===== src/rtl/mtep_pkg.sv =====
// Shared types and constants for the MIDI track event parser.
package mtep_pkg;

    // Parser phases
    localparam logic [3:0] PH_DELTA     = 4'd0;
    localparam logic [3:0] PH_STATUS    = 4'd1;
    localparam logic [3:0] PH_NOTE_KEY  = 4'd2;
    localparam logic [3:0] PH_NOTE_VEL  = 4'd3;
    localparam logic [3:0] PH_SKIP      = 4'd4;
    localparam logic [3:0] PH_META_ID   = 4'd5;
    localparam logic [3:0] PH_META_LEN  = 4'd6;
    localparam logic [3:0] PH_TEMPO     = 4'd7;
    localparam logic [3:0] PH_SYSEX_LEN = 4'd8;

    // Result kinds
    localparam logic [2:0] K_NOTE_OFF   = 3'd0;
    localparam logic [2:0] K_NOTE_ON    = 3'd1;
    localparam logic [2:0] K_TEMPO      = 3'd2;
    localparam logic [2:0] K_END_TRACK  = 3'd3;
    localparam logic [2:0] K_BAD_STATUS = 3'd4;
    localparam logic [2:0] K_NO_RUNNING = 3'd5;

    // Status and meta codes
    localparam logic [7:0] ST_META      = 8'hFF;
    localparam logic [7:0] ST_SYSEX     = 8'hF0;
    localparam logic [7:0] ST_SYSEX_ESC = 8'hF7;
    localparam logic [3:0] NIB_NOTE_OFF = 4'h8;
    localparam logic [3:0] NIB_NOTE_ON  = 4'h9;
    localparam logic [3:0] NIB_PROGRAM  = 4'hC;
    localparam logic [3:0] NIB_CH_PRESS = 4'hD;
    localparam logic [7:0] META_EOT     = 8'h2F;
    localparam logic [7:0] META_TEMPO   = 8'h51;

    localparam int DELTA_W = 28;
    localparam int TEMPO_W = 24;

    typedef struct packed {
        logic [3:0]         phase;
        logic [DELTA_W-1:0] vlq_acc;
        logic [DELTA_W-1:0] held_delta;
        logic [7:0]         running_status;
        logic               is_note_on;
        logic [7:0]         first_data;
        logic [7:0]         meta_kind;
        logic [DELTA_W-1:0] skip_left;
        logic [TEMPO_W-1:0] tempo_acc;
        logic [1:0]         tempo_cnt;
        logic               halted;
    } t_state;

    typedef struct packed {
        logic [TEMPO_W-1:0] tempo_usec;
        logic [7:0]         note_velocity;
        logic [7:0]         note_number;
        logic [DELTA_W-1:0] delta_ticks;
        logic [2:0]         result_kind;
    } t_result;

endpackage


===== src/rtl/mtep_step.sv =====
// Next-state and result logic for one track byte.
module mtep_step import mtep_pkg::*; #(
    parameter int MAX_VLQ_BYTES = 4,
    parameter int CW = 2
) (
    input  t_state          i_st,
    input  logic [CW-1:0]   i_vlq_cnt,
    input  logic [7:0]      i_byte,
    input  logic            i_track_start,
    output t_state          o_st,
    output logic [CW-1:0]   o_vlq_cnt,
    output logic            o_emit,
    output t_result         o_res
);

    localparam logic [CW:0] VLQ_LAST = (CW+1)'(MAX_VLQ_BYTES);

    t_state             st;
    t_state             nx;
    logic [CW-1:0]      cnt;
    logic [CW-1:0]      n_cnt;
    logic [CW:0]        cnt_inc;
    logic [DELTA_W-1:0] acc_take;
    logic               vlq_last;
    logic [DELTA_W-1:0] skip_dec;
    logic [TEMPO_W-1:0] tempo_take;
    logic [3:0]         nib;
    logic               have_data;
    logic               emit;
    t_result            res;

    always_comb begin
        st  = i_st;
        cnt = i_vlq_cnt;
        if (i_track_start) begin
            st  = '0;
            cnt = '0;
        end

        cnt_inc    = {1'b0, cnt} + 1'b1;
        acc_take   = {st.vlq_acc[DELTA_W-8:0], i_byte[6:0]};
        vlq_last   = !i_byte[7] || (cnt_inc >= VLQ_LAST);
        skip_dec   = st.skip_left - 1'b1;
        tempo_take = {st.tempo_acc[TEMPO_W-9:0], i_byte};
        nib        = (i_byte[7]) ? i_byte[7:4] : st.running_status[7:4];
        have_data  = !i_byte[7];

        nx    = st;
        n_cnt = cnt;
        emit  = 1'b0;
        res   = '0;
        res.delta_ticks = st.held_delta;

        if (!st.halted) begin
            case (st.phase)
                PH_DELTA: begin
                    if (vlq_last) begin
                        nx.held_delta = acc_take;
                        nx.vlq_acc    = '0;
                        n_cnt         = '0;
                        nx.phase      = PH_STATUS;
                    end else begin
                        nx.vlq_acc = acc_take;
                        n_cnt      = cnt_inc[CW-1:0];
                    end
                end
                PH_STATUS: begin
                    if (i_byte == ST_META) begin
                        nx.running_status = '0;
                        nx.phase          = PH_META_ID;
                    end else if (i_byte == ST_SYSEX || i_byte == ST_SYSEX_ESC) begin
                        nx.running_status = '0;
                        nx.phase          = PH_SYSEX_LEN;
                    end else if (i_byte[7:4] == ST_SYSEX[7:4]) begin
                        nx.halted       = 1'b1;
                        emit            = 1'b1;
                        res.result_kind = K_BAD_STATUS;
                    end else if (have_data && st.running_status == 8'd0) begin
                        nx.halted       = 1'b1;
                        emit            = 1'b1;
                        res.result_kind = K_NO_RUNNING;
                    end else begin
                        // channel event, possibly under running status
                        if (i_byte[7]) begin
                            nx.running_status = i_byte;
                        end
                        nx.is_note_on = (nib == NIB_NOTE_ON);
                        if (nib == NIB_NOTE_OFF || nib == NIB_NOTE_ON) begin
                            if (have_data) begin
                                nx.first_data = i_byte;
                                nx.phase      = PH_NOTE_VEL;
                            end else begin
                                nx.phase = PH_NOTE_KEY;
                            end
                        end else if (nib == NIB_PROGRAM || nib == NIB_CH_PRESS) begin
                            nx.skip_left = have_data ? DELTA_W'(0) : DELTA_W'(1);
                            nx.phase     = have_data ? PH_DELTA : PH_SKIP;
                        end else begin
                            nx.skip_left = have_data ? DELTA_W'(1) : DELTA_W'(2);
                            nx.phase     = PH_SKIP;
                        end
                    end
                end
                PH_NOTE_KEY: begin
                    nx.first_data = i_byte;
                    nx.phase      = PH_NOTE_VEL;
                end
                PH_NOTE_VEL: begin
                    nx.phase          = PH_DELTA;
                    emit              = 1'b1;
                    res.result_kind   = (st.is_note_on && i_byte != 8'd0) ?
                                        K_NOTE_ON : K_NOTE_OFF;
                    res.note_number   = st.first_data;
                    res.note_velocity = i_byte;
                end
                PH_SKIP: begin
                    nx.skip_left = skip_dec;
                    if (skip_dec == '0) begin
                        nx.phase = PH_DELTA;
                    end
                end
                PH_META_ID: begin
                    nx.meta_kind = i_byte;
                    nx.phase     = PH_META_LEN;
                end
                PH_META_LEN: begin
                    if (vlq_last) begin
                        nx.vlq_acc   = '0;
                        n_cnt        = '0;
                        nx.skip_left = acc_take;
                        if (st.meta_kind == META_EOT) begin
                            nx.halted       = 1'b1;
                            nx.phase        = PH_DELTA;
                            emit            = 1'b1;
                            res.result_kind = K_END_TRACK;
                        end else if (st.meta_kind == META_TEMPO) begin
                            nx.tempo_acc = '0;
                            nx.tempo_cnt = '0;
                            nx.phase     = PH_TEMPO;
                        end else begin
                            nx.phase = (acc_take == '0) ? PH_DELTA : PH_SKIP;
                        end
                    end else begin
                        nx.vlq_acc = acc_take;
                        n_cnt      = cnt_inc[CW-1:0];
                    end
                end
                PH_TEMPO: begin
                    nx.tempo_acc = tempo_take;
                    if (st.tempo_cnt < 2'd2) begin
                        nx.tempo_cnt = st.tempo_cnt + 2'd1;
                    end else begin
                        // excess meta length past the three tempo bytes is skipped
                        nx.tempo_cnt = '0;
                        nx.skip_left = (st.skip_left > DELTA_W'(3)) ?
                                       st.skip_left - DELTA_W'(3) : '0;
                        nx.phase     = (st.skip_left > DELTA_W'(3)) ? PH_SKIP : PH_DELTA;
                        emit           = 1'b1;
                        res.result_kind = K_TEMPO;
                        res.tempo_usec  = tempo_take;
                    end
                end
                PH_SYSEX_LEN: begin
                    if (vlq_last) begin
                        nx.vlq_acc   = '0;
                        n_cnt        = '0;
                        nx.skip_left = acc_take;
                        nx.phase     = (acc_take == '0) ? PH_DELTA : PH_SKIP;
                    end else begin
                        nx.vlq_acc = acc_take;
                        n_cnt      = cnt_inc[CW-1:0];
                    end
                end
                default: begin
                    nx.phase = PH_DELTA;
                end
            endcase
        end
    end

    assign o_st      = nx;
    assign o_vlq_cnt = n_cnt;
    assign o_emit    = emit;
    assign o_res     = res;

endmodule


===== src/rtl/midi_track_event_parser_core.sv =====
// Top level of the MIDI track event parser: byte stream in, note/tempo/end events out.
// A result is registered and appears on the master side in the cycle after the byte that completes it.
// Throughput: one byte per cycle while the output register is empty or being drained; the parser
// state update and result selection sit between the state registers and a single output register.
// The slave side stays ready while the output register is empty or being drained.
// Reset (i_rst_n low, synchronous) clears the parser state and drops any pending result.
module midi_track_event_parser_core import mtep_pkg::*; #(
    parameter int MAX_VLQ_BYTES = 4
) (
    input  logic        i_clk,
    input  logic        i_rst_n,
    input  logic        s_axis_tvalid,
    output logic        s_axis_tready,
    input  logic [7:0]  s_axis_tdata,   // [7:0] byte_value
    input  logic        s_axis_tuser,   // [0] track_start
    output logic        m_axis_tvalid,
    input  logic        m_axis_tready,
    // [27:0] delta_ticks, [35:28] note_number, [43:36] note_velocity,
    // [67:44] tempo_usec, [71:68] zero
    output logic [71:0] m_axis_tdata,
    output logic [2:0]  m_axis_tuser    // [2:0] result_kind
);

    // VLQ byte counter only needs to reach MAX_VLQ_BYTES-1
    localparam int CW = (MAX_VLQ_BYTES > 1) ? $clog2(MAX_VLQ_BYTES) : 1;

    t_state          r_st;
    t_state          n_st;
    logic [CW-1:0]   r_vlq_cnt;
    logic [CW-1:0]   n_vlq_cnt;
    logic            step_emit;
    t_result         step_res;
    logic            r_out_valid;
    t_result         r_out;
    logic            s_acc;

    // A request is taken whenever the result register can accept a new result
    assign s_axis_tready = !r_out_valid || m_axis_tready;
    assign s_acc         = s_axis_tvalid && s_axis_tready;

    mtep_step #(
        .MAX_VLQ_BYTES (MAX_VLQ_BYTES),
        .CW            (CW)
    ) u_step (
        .i_st          (r_st),
        .i_vlq_cnt     (r_vlq_cnt),
        .i_byte        (s_axis_tdata),
        .i_track_start (s_axis_tuser),
        .o_st          (n_st),
        .o_vlq_cnt     (n_vlq_cnt),
        .o_emit        (step_emit),
        .o_res         (step_res)
    );

    // Parser state advances only on an accepted byte
    always_ff @(posedge i_clk) begin
        if (!i_rst_n) begin
            r_st      <= '0;
            r_vlq_cnt <= '0;
        end else if (s_acc) begin
            r_st      <= n_st;
            r_vlq_cnt <= n_vlq_cnt;
        end
    end

    // Output register: loaded by a result, emptied when the sink takes it
    always_ff @(posedge i_clk) begin
        if (!i_rst_n) begin
            r_out_valid <= 1'b0;
        end else if (s_acc && step_emit) begin
            r_out_valid <= 1'b1;
        end else if (m_axis_tready) begin
            r_out_valid <= 1'b0;
        end
    end

    always_ff @(posedge i_clk) begin
        if (s_acc && step_emit) begin
            r_out <= step_res;
        end
    end

    assign m_axis_tvalid = r_out_valid;
    assign m_axis_tuser  = r_out.result_kind;
    assign m_axis_tdata  = {4'd0, r_out.tempo_usec, r_out.note_velocity,
                            r_out.note_number, r_out.delta_ticks};

`ifndef SYNTHESIS
    // Halted parser must not produce a new result for a byte without track start
    a_halt_silent: assert property (@(posedge i_clk) disable iff (!i_rst_n)
        (s_acc && r_st.halted && !s_axis_tuser) |=>
        (m_axis_tvalid == $past(m_axis_tvalid && !m_axis_tready)))
        else $error("result produced while halted");

    // VLQ counter never reaches the byte limit
    a_vlq_cnt: assert property (@(posedge i_clk) disable iff (!i_rst_n)
        ({1'b0, r_vlq_cnt} < (CW+1)'(MAX_VLQ_BYTES)))
        else $error("VLQ byte counter out of range");

    // Only note results carry note fields, only tempo results carry a tempo
    a_fields: assert property (@(posedge i_clk) disable iff (!i_rst_n)
        m_axis_tvalid |->
        ((m_axis_tuser == K_NOTE_OFF || m_axis_tuser == K_NOTE_ON ||
          m_axis_tdata[43:28] == 16'd0) &&
         (m_axis_tuser == K_TEMPO || m_axis_tdata[67:44] == 24'd0)))
        else $error("result fields inconsistent with kind");

    // Terminal results always leave the parser halted
    a_halt_after: assert property (@(posedge i_clk) disable iff (!i_rst_n)
        (s_acc && step_emit && (step_res.result_kind == K_END_TRACK ||
         step_res.result_kind == K_BAD_STATUS || step_res.result_kind == K_NO_RUNNING))
        |=> r_st.halted)
        else $error("parser not halted after terminal result");
`endif

endmodule


===== config.mk =====
export PLATFORM = sky130hd
export DESIGN_NAME = midi_track_event_parser_core
export DESIGN_NICKNAME = d
export VERILOG_FILES = /design/src/rtl/mtep_pkg.sv /design/src/rtl/mtep_step.sv /design/src/rtl/midi_track_event_parser_core.sv
export SDC_FILE = /design/constraint.sdc
export NUM_CORES = 1
export LEC_CHECK = 0
export CORE_UTILIZATION = 35
export CTS_CLUSTER_DIAMETER = 60
export DETAILED_ROUTE_END_ITERATION = 8
export DONT_BUFFER_PORTS = 1
export SLEW_MARGIN = 20
export SYNTH_ARGS = -nofsm -noshare
export SYNTH_HDL_FRONTEND = slang
export SYNTH_SLANG_ARGS = --single-unit

===== constraint.sdc =====
create_clock -name i_clk -period 26.7 [get_ports i_clk]
set_input_delay 5.34 -clock i_clk [delete_from_list [all_inputs] [get_ports i_clk]]
set_output_delay 5.34 -clock i_clk [all_outputs]
set_load 0.02 [all_outputs]

=== Word-level counts from Yosys, hierarchy flattened ===
Cells that the tools add are included.

* Bits in registers: 214
* Bits in latches: 0
* RAM bits: 0
* Bits in read-only memories: 0
* Bits of input ports: 13
* Word-level logic and storage cells: 144
* Memories: 0

* $add $sub $neg: 4
* Multipliers: 0
* Divide/modulo/power cells: 0
* $lt $le $gt $ge: 3
* Equality and inequality tests: 18
* Shifts and indexed selects: 0
* Muxes and demuxes: 79
* Bitwise logic cells: 2
* Reductions and logical operators: 20

{| class="wikitable"
|+ Operator list
! cell !! number
|-
| 28-bit two-way mux || 13
|-
| 140-bit two-way mux || 2
|-
| 28-bit one-hot mux with 5 select lines || 1
|-
| 28-bit zero test || 2
|-
| 4-bit two-way mux || 14
|-
| 55-bit two-way mux || 1
|-
| 26-bit two-way mux || 2
|-
| 26-bit one-hot mux with 2 select lines || 1
|-
| 8-bit two-way mux || 6
|-
| 17-bit two-way mux || 2
|-
| 4-bit one-hot mux with 8 select lines || 1
|-
| 28-bit by 2-bit > comparator with 1-bit output, second input constant || 1
|-
| 28-bit by 1-bit subtractor with 28-bit output, second input constant || 1
|-
| 28-bit by 2-bit subtractor with 28-bit output, second input constant || 1
|-
| 9-bit two-way mux || 3
|-
| 4-bit == test, second input constant || 6
|-
| 8-bit == test, second input constant || 3
|-
| 3-bit two-way mux || 8
|-
| 4-bit by 3-bit == test with 1-bit output, second input constant || 4
|-
| 2-bit two-way mux || 8
|-
| 8-bit one-hot mux with 2 select lines || 1
|-
| 1-bit two-way mux || 13
|-
| 3-bit one-hot mux with 4 select lines || 1
|-
| 4-bit by 2-bit == test with 1-bit output, second input constant || 2
|-
| other kinds (19) || 29
|}

=== Depth between registers and ports, before layout ===
* Depth in word-level cells: 12
* Gate-level depth with buffers: 15

=== Modules after synthesis ===
Synthesis repeated with hierarchy kept, for this count alone.

* Cell total of the unflattened synthesis: 1698
* Area, all modules: 13389.1 um2

{| class="wikitable"
|+ By module, submodules not included
! module !! times used !! cells an instance !! area each (um2)
|-
| midi_track_event_parser_core || 1 || 698 || 7816.2
|-
| mtep_step || 1 || 1000 || 5572.8
|}

=== Least setup slack after synthesis ===
No wires, ideal clock.

* Path kind: input port to flip-flop
* From: in s_axis_tuser
* To: reg r_out, in the netlist m_axis_tdata[0], enable pin
* Arrival: 12.687 ns
* Slack: 13.382 ns
* Stages on the path: 12
* Buffers on the path: 6
* Path through: buf_2 buf_2 buf_2 buf_1 clkbuf_1 nor2b_1 ha_1 nor2b_1 clkbuf_1 nor3_1 a21oi_1 a311oi_1

* Word-level cells in the longest chain between the ends: 10
* Elaborated cells on any way between the ends: 23
* Those cells by class: 1 x add/sub; 2 x order compare; 5 x eq/ne; 11 x mux; 4 x reduce/logical

{| class="wikitable"
|+ Ends and longest elaborated chain
! what !! RTL line !! source
|-
| from (decl) || midi_track_event_parser_core.sv:15 || <nowiki>input logic s_axis_tuser,</nowiki>
|-
| parallel branches: the longest is 8 deep, another holds 2-bit by 1-bit adder with 3-bit output || - ||
|-
| 1-bit two-way mux * || mtep_step.sv:54 || <nowiki>if (!st.halted) begin</nowiki>
|-
| 1-bit logical AND * || midi_track_event_parser_core.sv:78 || <nowiki>if (s_acc && step_emit) begin</nowiki>
|-
| to (signal assigned) || midi_track_event_parser_core.sv:79 || <nowiki>r_out <= step_res;</nowiki>
|-
| to (decl) || midi_track_event_parser_core.sv:34 || <nowiki>t_result r_out;</nowiki>
|}

Every way passes the cells marked *.
A chain may end at the register's enable or synchronous reset.

=== Worst setup path in the final report ===
* From: in m_axis_tready
* To: out s_axis_tready

* Word-level cells in the longest chain between the ends: 1

{| class="wikitable"
|+ Ends and longest elaborated chain
! what !! RTL line !! source
|-
| from (decl) || midi_track_event_parser_core.sv:17 || <nowiki>input logic m_axis_tready,</nowiki>
|-
| 1-bit logical OR || midi_track_event_parser_core.sv:38 || <nowiki>assign s_axis_tready = !r_out_valid || m_axis_tready;</nowiki>
|-
| to (decl) || midi_track_event_parser_core.sv:13 || <nowiki>output logic s_axis_tready,</nowiki>
|}

No other way between the ends.

==> qor_table.md <==
| Result | Value |
| --- | --- |
| Signal arrival time at the worst endpoint | 5.59 ns |
| Worst reg2reg path startpoint | r_st[138]$_SDFFE_PN0P_ |
| Crit end category | output port |
| Number of instances resized during post-cts repair | 0 |
| Hold buffers post-CTS | 0 |
| Count of antenna-violating nets left after detailed routing | 0 |
| Sequential Power Share | 51.8% |
| HP Class | reg2reg |
| Share of cells above drive strength 1 | 6.348% |
| Launch point of the worst hold path | r_vlq_cnt[1]$_SDFFE_PN0P_ |
| Worst setup SP type | input port |
| Final clock skew | 0.01127 ns |
| TritonCTS clock tree | built |
| Wire length of the first global-routing pass | 49.39 mm |
| Synthesis Warnings | 0 |
| Ant. Diodes | 0 |
| Synthesized instance count | 1209 |
| Layout Nets | 1156 |
| Proportion of power drawn by combinational gates | 7.8% |
| Count of flip-flops with a built-in enable after synthesis | 71 |
| Number of antenna violations at the first check in global routing | 0 |
| Most common cell in the synthesized netlist | dfxtp_1 |
| Share of synthesized registers carrying an async set or reset | 0% |
| DIE AREA | 31420 sq um |
| Setup Total Neg Slack | 0 ns |
| MaxCap Viol Count | 0 |
| Clock power frac | 40.5% |
| Worst Hold End | r_vlq_cnt[1]$_SDFFE_PN0P_ |
| Number of clock sinks | 199 |
| Final weighted congestion in routability-driven placement | 0.9500 |
| Largest net degree at the start of global routing | 116 |
| Non-filler cells, final | 1540 |
| Logic depth of the worst register-to-register path | 5 |
| Global routing usage summed across all routing layers | 20.40% |
| Setup repair after global routing missed its margin | false |
| Post-Place Cell Area | 10890 sq um |
| Worst path slowest cell | nand2b_1 |
| Sum of buffers and inverters on the critical path | 0 |
| Post CTS Setup Buffer Count | 0 |
| Net Switching | 158.7 uW |
| Final Hold Violating Endpoints | 0 |
| Post-synthesis register bit count | 199 |
| Number of buffers inserted during clock tree synthesis | 17 |
| Cell row count | 63 |
| Main area contributors after synthesis | dfxtp_1 24%, edfxtp_1 20%, nor2b_1 6.6% |
| Maximum fanout count along the critical path | 4 |
| Capture point of the worst reg-to-reg path | m_axis_tdata[27]$_DFFE_PP_ |
| CTS H-tree depth | 4 |
| Die span in x | 177.2 um |
| Ratio of total power to cell area | 53.48 nW/um^2 |
| Root Driver | clkbuf_16 |
| Post-layout min period | 10.93 ns |
| CP cell instances | nand2b_1 |
| Max frequency | 0.09148 GHz |
| Number of slew-limit violations in the final report | 0 |
| Top Ports | 90 |
| Internal power contribution | 453.7 uW |
| Maximum vdd drop | 0.04266 mV |
| Result of the run | completed |
| Required time reported for the critical path endpoint | 21.36 ns |
| Placed instance count | 1508 |
| Final instance area | 11450 sq um |
| Switching share of power | 25.91% |
| Family of cells with the greatest summed delay on the critical path | simple AND/OR/NAND/NOR gates |
| Register-to-register path setup slack | 23.32 ns |
| Max-Slew Margin vs Limit | 23.65% |
| Setup-violating endpoint count in the final report | 0 |
| Post-detailed-route wirelength per cell | 20.40 um |
| List of most frequent post-synthesis cells | 128 x dfxtp_1, 114 x nor2b_1, 108 x nand2_1, 85 x nor2_1, 77 x o21ai_0 |
| Insertion delay to the later sink of the worst-skew pair | 0.45 ns |
| Period utilization | 40.94% |
| Pleak | 3.650 nW |
| Most used DFF post-synth | dfxtp_1 |
| Total iterations of the first detailed-routing run | 5 |
| Synthesized cell area | 10750 sq um |
| Critical Setup Path Class | in2out |
| DRC | 0 |
| Vias per Instance | 5.895 |
| Synthesis-to-layout area growth | 6.541% |
| Syn_area_per_cell | 8.891 sq um |
| Vias in the first global route | 8358 |
| Congestion Overflow GR | 0 |
| Area of the core region | 29950 sq um |
| Clock Path Buffers | 2 |
| Starting DRC count in detailed routing | 855 |
| Transition time at the pin with the least slew margin | 1.144 ns |
| Cell accounting for the most synthesized area | dfxtp_1 |
| Placed wire-length estimate | 20.76 mm |
| Count of port buffers added during placement | 0 |
| Vert. Die Dim | 177.2 um |
| Vias after detailed routing | 9079 |
| Slowest Stage Delay on Critical Path | 0.25 ns |
| Hold path depth | 2 |
| Clock slew at reported path FFs | 0.07 ns |
| Initial Util | 35.89% |
| Number of library cell types mapped by synthesis | 90 |
| Proportion of netlist area held by the largest area contributor | 23.84% |
| Routed wire length | 31.41 mm |
| Portion of the post-synthesis area used by sequential elements | 43.67% |
-- sequential cells by signal, summed over array words and instances, names as in the netlist --
signal / cells
m_axis_tdata: 68
m_axis_tuser: 3
m_axis_tvalid: 1
r_st: 125
r_vlq_cnt: 2
-- metal layers --
layer | vias to the layer above | GRT usage [%] | wire, um
li1 | 4283 | - | -
met1 | 4353 | 28.41 | 14520
met2 | 384 | 30.55 | 13760
met3 | 59 | 4.510 | 2321
met4 | 0 | 7.651 | 810
met5 | - | 0 | 0
-- per-stage QoR --
stage,total power [mW],worst slack (ns),hold slack [ns],util (%)
after floorplan,0.3637,13.38,0.4364,-
after global placement,0.3698,15.76,0.4439,36.35
after detailed placement,0.3704,15.77,0.4508,36.37
after CTS,0.6176,15.77,0.4614,38.21
after global routing,0.6335,15.75,0.5123,38.23
final,0.6124,15.77,0.4661,38.23
-- worst max-delay path by stage --
stage	from	endpoint	slack, ns	depth (start not counted)
floorplan	s_axis_tuser	m_axis_tdata[0]$_DFFE_PP_	13.38	12
global placement	m_axis_tready	s_axis_tready	15.76	1
detailed placement	m_axis_tready	s_axis_tready	15.77	1
CTS	m_axis_tready	s_axis_tready	15.77	1
global route	m_axis_tready	s_axis_tready	15.75	1
finish	m_axis_tready	s_axis_tready	15.77	1
-- cell usage in the layout, fill, tap and decap left out, types with 9 or more instances in the layout --
master	synthesis	layout
a21boi_0	25	25
a21oi_1	47	47
a22oi_1	63	63
a31oi_1	11	11
a32o_1	11	11
a32oi_1	10	10
and2_1	39	39
buf_4	6	13
clkbuf_16	0	17
dfxtp_1	128	128
edfxtp_1	71	71
inv_1	13	13
nand2_1	108	108
nand2b_1	13	13
nand3_1	48	48
nor2_1	85	84
nor2b_1	114	114
nor3_1	25	24
nor4_1	23	22
o21ai_0	77	77
o22ai_1	11	11
xnor2_1	9	9
xor2_1	10	10
-- cells by family after synthesis --
family,share of synthesized area (%)
DFF,43.67
xor gates and xnor gates,1.548
adders and majority gates,0.6984
AOI/OAI and AO/OA,21.55
other,0.03489
and+or+nand+nor,26.76
buffers and inverters,4.994
muxes,0.7450
-- cell type report --
class / count / area, sq um
multi-input combinational: 893 / 5572
timing repair buffer: 13 / 97.59
clock buffer: 18 / 439.2
fill: 3033 / 18500
inverter: 13 / 48.80
clock inverter: 14 / 112.6
tap: 390 / 488.0
sequential: 199 / 4695
-- power by group through the flow --
stage               clock (mW)  sequential (mW)  combinational [mW]
global route             0.265            0.317              0.0516
CTS                      0.254            0.317              0.0466
floorplan                    0            0.322              0.0418
finish                   0.248            0.317              0.0475
global placement             0            0.324              0.0460
detailed placement           0            0.324              0.0465
Note: power is estimated with default switching activity, not from simulation.
